[src/rtl/fttf_pkg.sv]
package fttf_pkg;

	localparam int MaxFacesDef = 16;
	localparam int FracBitsDef = 16;

	localparam int CfgIdxW = 3;
	localparam logic [CfgIdxW-1:0] REG_ARRAY_W  = 3'd0;
	localparam logic [CfgIdxW-1:0] REG_ARRAY_H  = 3'd1;
	localparam logic [CfgIdxW-1:0] REG_STREAM_W = 3'd2;
	localparam logic [CfgIdxW-1:0] REG_STREAM_H = 3'd3;
	localparam logic [CfgIdxW-1:0] REG_PHASE_IN = 3'd4;
	localparam logic [CfgIdxW-1:0] REG_PHASE_OUT = 3'd5;
	localparam logic [CfgIdxW-1:0] REG_PAN_LIMIT = 3'd6;

	localparam logic OP_DETECT    = 1'b0;
	localparam logic OP_FRAME_END = 1'b1;

	// restoring divider width: numerators stay below 2^47
	localparam int DivW = 64;

	typedef struct packed {
		logic          start;
		logic [DivW-1:0] num;
		logic [DivW-1:0] den;
	} div_req_t;

	typedef struct packed {
		logic          busy;
		logic          done;
		logic [DivW-1:0] quo;
	} div_rsp_t;

	typedef enum logic [4:0] {
		ST_IDLE,
		ST_DIV_L,
		ST_DIV_T,
		ST_DIV_W,
		ST_DIV_H,
		ST_SCAN,
		ST_SQ_X,
		ST_SQ_Y,
		ST_TEST,
		ST_COMMIT,
		ST_FLUSH,
		ST_AGG,
		ST_ASP_A,
		ST_ASP_S,
		ST_CROP_M1,
		ST_CROP_M2,
		ST_CROP_D1,
		ST_CROP_D2,
		ST_OUT
	} state_t;

endpackage

[src/rtl/fttf_div.sv]
module fttf_div (
	input  logic              clk,
	input  logic              arst_n,
	input  fttf_pkg::div_req_t req,
	output fttf_pkg::div_rsp_t rsp
);
	import fttf_pkg::*;

	localparam int CntW = $clog2(DivW + 1);

	logic [DivW-1:0] rem_q;
	logic [DivW-1:0] quo_q;
	logic [DivW-1:0] den_q;
	logic [CntW-1:0] cnt_q;
	logic            busy_q;
	logic            done_q;
	logic [DivW:0]   trial;
	logic [DivW:0]   shifted;

	// one quotient bit per cycle, msb first
	assign shifted = {rem_q, quo_q[DivW-1]};
	assign trial   = shifted - {1'b0, den_q};

	always_ff @(posedge clk or negedge arst_n) begin
		if (!arst_n) begin
			busy_q <= 1'b0;
			done_q <= 1'b0;
			cnt_q  <= '0;
		end else begin
			done_q <= 1'b0;
			if (req.start) begin
				busy_q <= 1'b1;
				cnt_q  <= CntW'(DivW);
			end else if (busy_q) begin
				cnt_q <= cnt_q - 1'b1;
				if (cnt_q == CntW'(1)) begin
					busy_q <= 1'b0;
					done_q <= 1'b1;
				end
			end
		end
	end

	always_ff @(posedge clk) begin
		if (req.start) begin
			rem_q <= '0;
			quo_q <= req.num;
			den_q <= req.den;
		end else if (busy_q) begin
			if (!trial[DivW]) begin
				rem_q <= trial[DivW-1:0];
				quo_q <= {quo_q[DivW-2:0], 1'b1};
			end else begin
				rem_q <= shifted[DivW-1:0];
				quo_q <= {quo_q[DivW-2:0], 1'b0};
			end
		end
	end

	assign rsp.busy = busy_q;
	assign rsp.done = done_q;
	assign rsp.quo  = quo_q;
endmodule

[config.mk]
export PLATFORM = sky130hd
export DESIGN_NAME = fttf_div
export DESIGN_NICKNAME = d
export VERILOG_FILES = /design/src/rtl/fttf_pkg.sv /design/src/rtl/fttf_div.sv
export SDC_FILE = /design/constraint.sdc
export NUM_CORES = 1
export LEC_CHECK = 0
export ABC_AREA = 1
export BUFFER_PORTS_ARGS = -buffer_cell sky130_fd_sc_hd__buf_2
export CAP_MARGIN = 0
export CORE_MARGIN = 8
export CORE_UTILIZATION = 50
export DETAILED_ROUTE_END_ITERATION = 8
export HOLD_SLACK_MARGIN = 0.08
export PLACE_DENSITY_LB_ADDON = 0.1
export SKIP_LAST_GASP = 1
export SYNTH_ARGS = -nofsm -noshare
export SYNTH_HDL_FRONTEND = slang
export SYNTH_SLANG_ARGS = --single-unit
[constraint.sdc]
create_clock -name clk -period 3.3 [get_ports clk]
set_clock_uncertainty 0.2 [all_clocks]
set_input_delay 0.99 -clock clk [delete_from_list [all_inputs] [get_ports clk]]
set_output_delay 0.99 -clock clk [all_outputs]
set_load 0.01 [all_outputs]
==> impl_metrics.env <==
export IMPL_crit_type="reg -> reg"
export IMPL_drtIter0Drc=933
export IMPL_rrSetupSlack_ns=0.24
export IMPL_instances_no_fill=2877
export IMPL_grt_antenna_before_repair=5
export IMPL_cts_tree="done"
export IMPL_synth_mux_area_share_pct=0
export IMPL_synth_xor_area_share_pct=1.862
export IMPL_critPathMaxFanout=28
export IMPL_outcome="completed"
export IMPL_min_period_over_period_pct=92.77
export IMPL_rsz0062_at_grt="no"
export IMPL_slew_viol_final=0
export IMPL_cts_root_buffer="clkbuf_16"
export IMPL_ctsHoldBuffers=0
export IMPL_clk_pin_slew_ns=0.06
export IMPL_fmax_ghz=0.3266
export IMPL_ys_ff_latch=201
export IMPL_synthCells=2283
export IMPL_tns_ns=0
export IMPL_rr_endpoint="rem_q[38]"
export IMPL_netlist_area_sq_mm=0.01458
export IMPL_antenna_cells=0
export IMPL_area_growth_synth_to_final_pct=14.98
export IMPL_cp_startpoint="quo_q[63]"
export IMPL_r2r_start="quo_q[63]"
export IMPL_grt_pass1_wl_um=71450
export IMPL_setup_viol=0
export IMPL_ys_seq_area_share_pct=36.69
export IMPL_ys_types=35
export IMPL_io_pins=197
export IMPL_cp_start_kind="flop"
export IMPL_drcViolationCount=0
export IMPL_min_path_type="in -> async"
export IMPL_ff_latch_area_sq_mm=0.005350
export IMPL_syn_nets=2481
export IMPL_crit_path_end="rem_q[38]"
export IMPL_synthAdderAreaFrac_pct=5.801
export IMPL_num_vias=13900
export IMPL_hpwl_um=36210
export IMPL_insertion_delay_ns=0.53
export IMPL_cts_buffer_depth=3
export IMPL_synthFlopType="edfxtp_1"
export IMPL_multi_input_area_sq_mm=0.007099
export IMPL_arrival_ns=3.27
export IMPL_grt_max_degree=67
export IMPL_grt_overflow=0
export IMPL_drive_above_1_share_pct=12.52
export IMPL_dp_cells=2833
export IMPL_htreeDepth=1
export IMPL_min_period_ns=3.061
export IMPL_yosys_top_cells_area="nand2_1 27%, edfxtp_1 26%, inv_1 13%, dfxtp_1 8.8%, ha_1 5.7%"
export IMPL_p_leak_nw=9.676
export IMPL_routedWlPerCell_um=15.65
export IMPL_p_per_area_mw_per_mm2=391.5
export IMPL_routabilityCongestion=1.004
export IMPL_synth_top_cell_area_share_pct=26.62
export IMPL_finalHoldViolations=0
export IMPL_grt_total_usage_pct=25.26
export IMPL_numCtsBuffers=24
export IMPL_synth_common_cells="1034 x nand2_1, 492 x inv_1, 132 x nand3_1"
export IMPL_yosys_warnings=0
export IMPL_peakVddDrop_uv=502.6
export IMPL_die_h_um=186.8
export IMPL_grt_pass1_vias=13620
export IMPL_die_area_sq_mm=0.03488
export IMPL_synth_most_common_cell="nand2_1"
export IMPL_dr_pass1_iters=5
export IMPL_worst_pin_slew_ns=0.8235
export IMPL_viasPerCell=4.832
export IMPL_die_w_um=186.8
export IMPL_synth_compound_area_share_pct=2.523
export IMPL_endpoint_kind="flop"
export IMPL_final_nets=2673
export IMPL_rows=62
export IMPL_n_fill_cell=2880
export IMPL_synth_top_family_by_area="simple AND/OR/NAND/NOR gates"
export IMPL_routed_wl_um=45010
export IMPL_slew_headroom_pct=45.10
export IMPL_drtAntennaViolNets=0
export IMPL_required_ns=3.50
export IMPL_synth_top_cell_by_area="nand2_1"
export IMPL_synthSimpleGateAreaFrac_pct=38.40
export IMPL_r2r_cells=20
export IMPL_synth_edf_count=128
export IMPL_numClockSinks=201
export IMPL_maxCapViolations=0
export IMPL_start_util_pct=50.80
export IMPL_port_buffers=196
export IMPL_synth_area_per_cell_sq_um=6.387
export IMPL_core_area_sq_mm=0.02870
export IMPL_synthArstFlopShare_pct=4.478
==> sequential cells by signal, indices dropped and copies added (netlist names) <==
name / count
busy_q: 1
cnt_q: 7
den_q: 64
done_q: 1
quo_q: 64
rem_q: 64
==> cells in the final DEF, fill, tap and decap left out, types with 2 or more instances in the layout <==
cell	Yosys	routed
buf_2	2	195
inv_1	492	491
nand2_2	42	42
clkbuf_8	0	4
edfxtp_1	128	128
nor3_1	17	17
nand2_1	1034	1034
buf_4	3	8
nand3b_1	6	6
inv_2	4	5
and3_1	2	2
clkbuf_1	27	3
nor2_4	2	4
dfrtp_1	9	9
xor2_1	5	5
clkinv_4	0	2
ha_1	66	66
nand3_1	132	132
xnor2_1	26	26
clkbuf_16	0	26
clkinv_1	0	2
buf_12	4	4
a21oi_1	50	50
nor2_1	110	108
dfxtp_1	64	64
o21ai_0	19	19
nor2_2	7	7
buf_6	6	2
clkinv_2	0	3
nand4_1	10	10
bufinv_16	0	2
and2_1	5	5
nand2_4	3	3
==> power by group <==
| part | switching (W) | internal (W) | leakage (nW) |
|---|---|---|---|
| combinational | 0.000553 | 0.000307 | 7.31 |
| clock | 0.00108 | 0.00168 | 0.410 |
| sequential | 0.0000812 | 0.00287 | 1.95 |
| total | 0.00171 | 0.00485 | 9.68 |
==> how the worst min path moves through the flow <==
stage                     cells after the start         to  slack, ns       from
after global routing                          1   cnt_q[0]       0.11     arst_n
after floorplan                               2   rem_q[0]       0.25   rem_q[0]
after CTS                                     1   cnt_q[0]       0.09     arst_n
after global placement                        2   rem_q[4]       0.26   rem_q[4]
final                                         1   cnt_q[0]       0.11     arst_n
after detailed placement                      2  rem_q[17]       0.26  rem_q[17]
==> logic make-up after synthesis <==
family / after synthesis
xor+xnor: 31
buf+inv: 539
fa+ha+maj: 67
flops: 201
simple gates: 1373
compound gates: 72
==> what timing repair did <==
action,CTS,global route
setup endpoints to repair,0,23
resized for setup,0,2
buffers inserted,0,0
endpoints found under the hold margin,0,0
==> critical path: stages, from the launching register on <==
cell	delay, ns
edfxtp_1	0.33
inv_1	0.06
ha_1	0.23
fa_1	0.42
inv_1	0.11
nand2_1	0.05
nand2_1	0.08
nand3_1	0.08
nand2_2	0.13
nand2_1	0.09
nand2_2	0.10
nand2_1	0.07
nand2_2	0.11
nand2_4	0.09
nand2_4	0.09
nand2_2	0.05
nand2_2	0.10
buf_6	0.31
nand2_1	0.10
nand3_1	0.09
nand2_1	0.06
==> per-stage QoR <==
step                hold WS [ns]  power, W  util [%]  instance area (sq um)  setup slack [ns]
finish                    0.1099  0.006565     58.41                  16770            0.2386
global route              0.1073  0.006856     58.41                  16770          0.003589
CTS                      0.09395  0.006630     58.39                  16760            0.1667
detailed placement        0.2618  0.003857     55.48                  15920            0.2119
global placement          0.2597  0.003845     55.48                  15920            0.2887
floorplan                 0.2488  0.003497         -                  14580            0.1700
==> per-layer routing <==
layer / vias up / GRT usage [%] / wire, um
met3: 76 / 6.805 / 4027
li1: 7198 / - / -
met4: 10 / 7.330 / 1357
met1: 6134 / 33.91 / 20560
met5: - / 0 / 55
met2: 483 / 39.40 / 19010
==> cell type report <==
cell class | instances | area share, %
clock buffers | 33 | 4.276
clock inverters | 11 | 0.7090
repair buffers | 209 | 6.791
multi-input cells | 1543 | 42.34
flip-flops and latches | 201 | 31.91
inverters | 496 | 11.10
well taps | 384 | 2.866
Note: power is estimated with default switching activity, not from simulation.
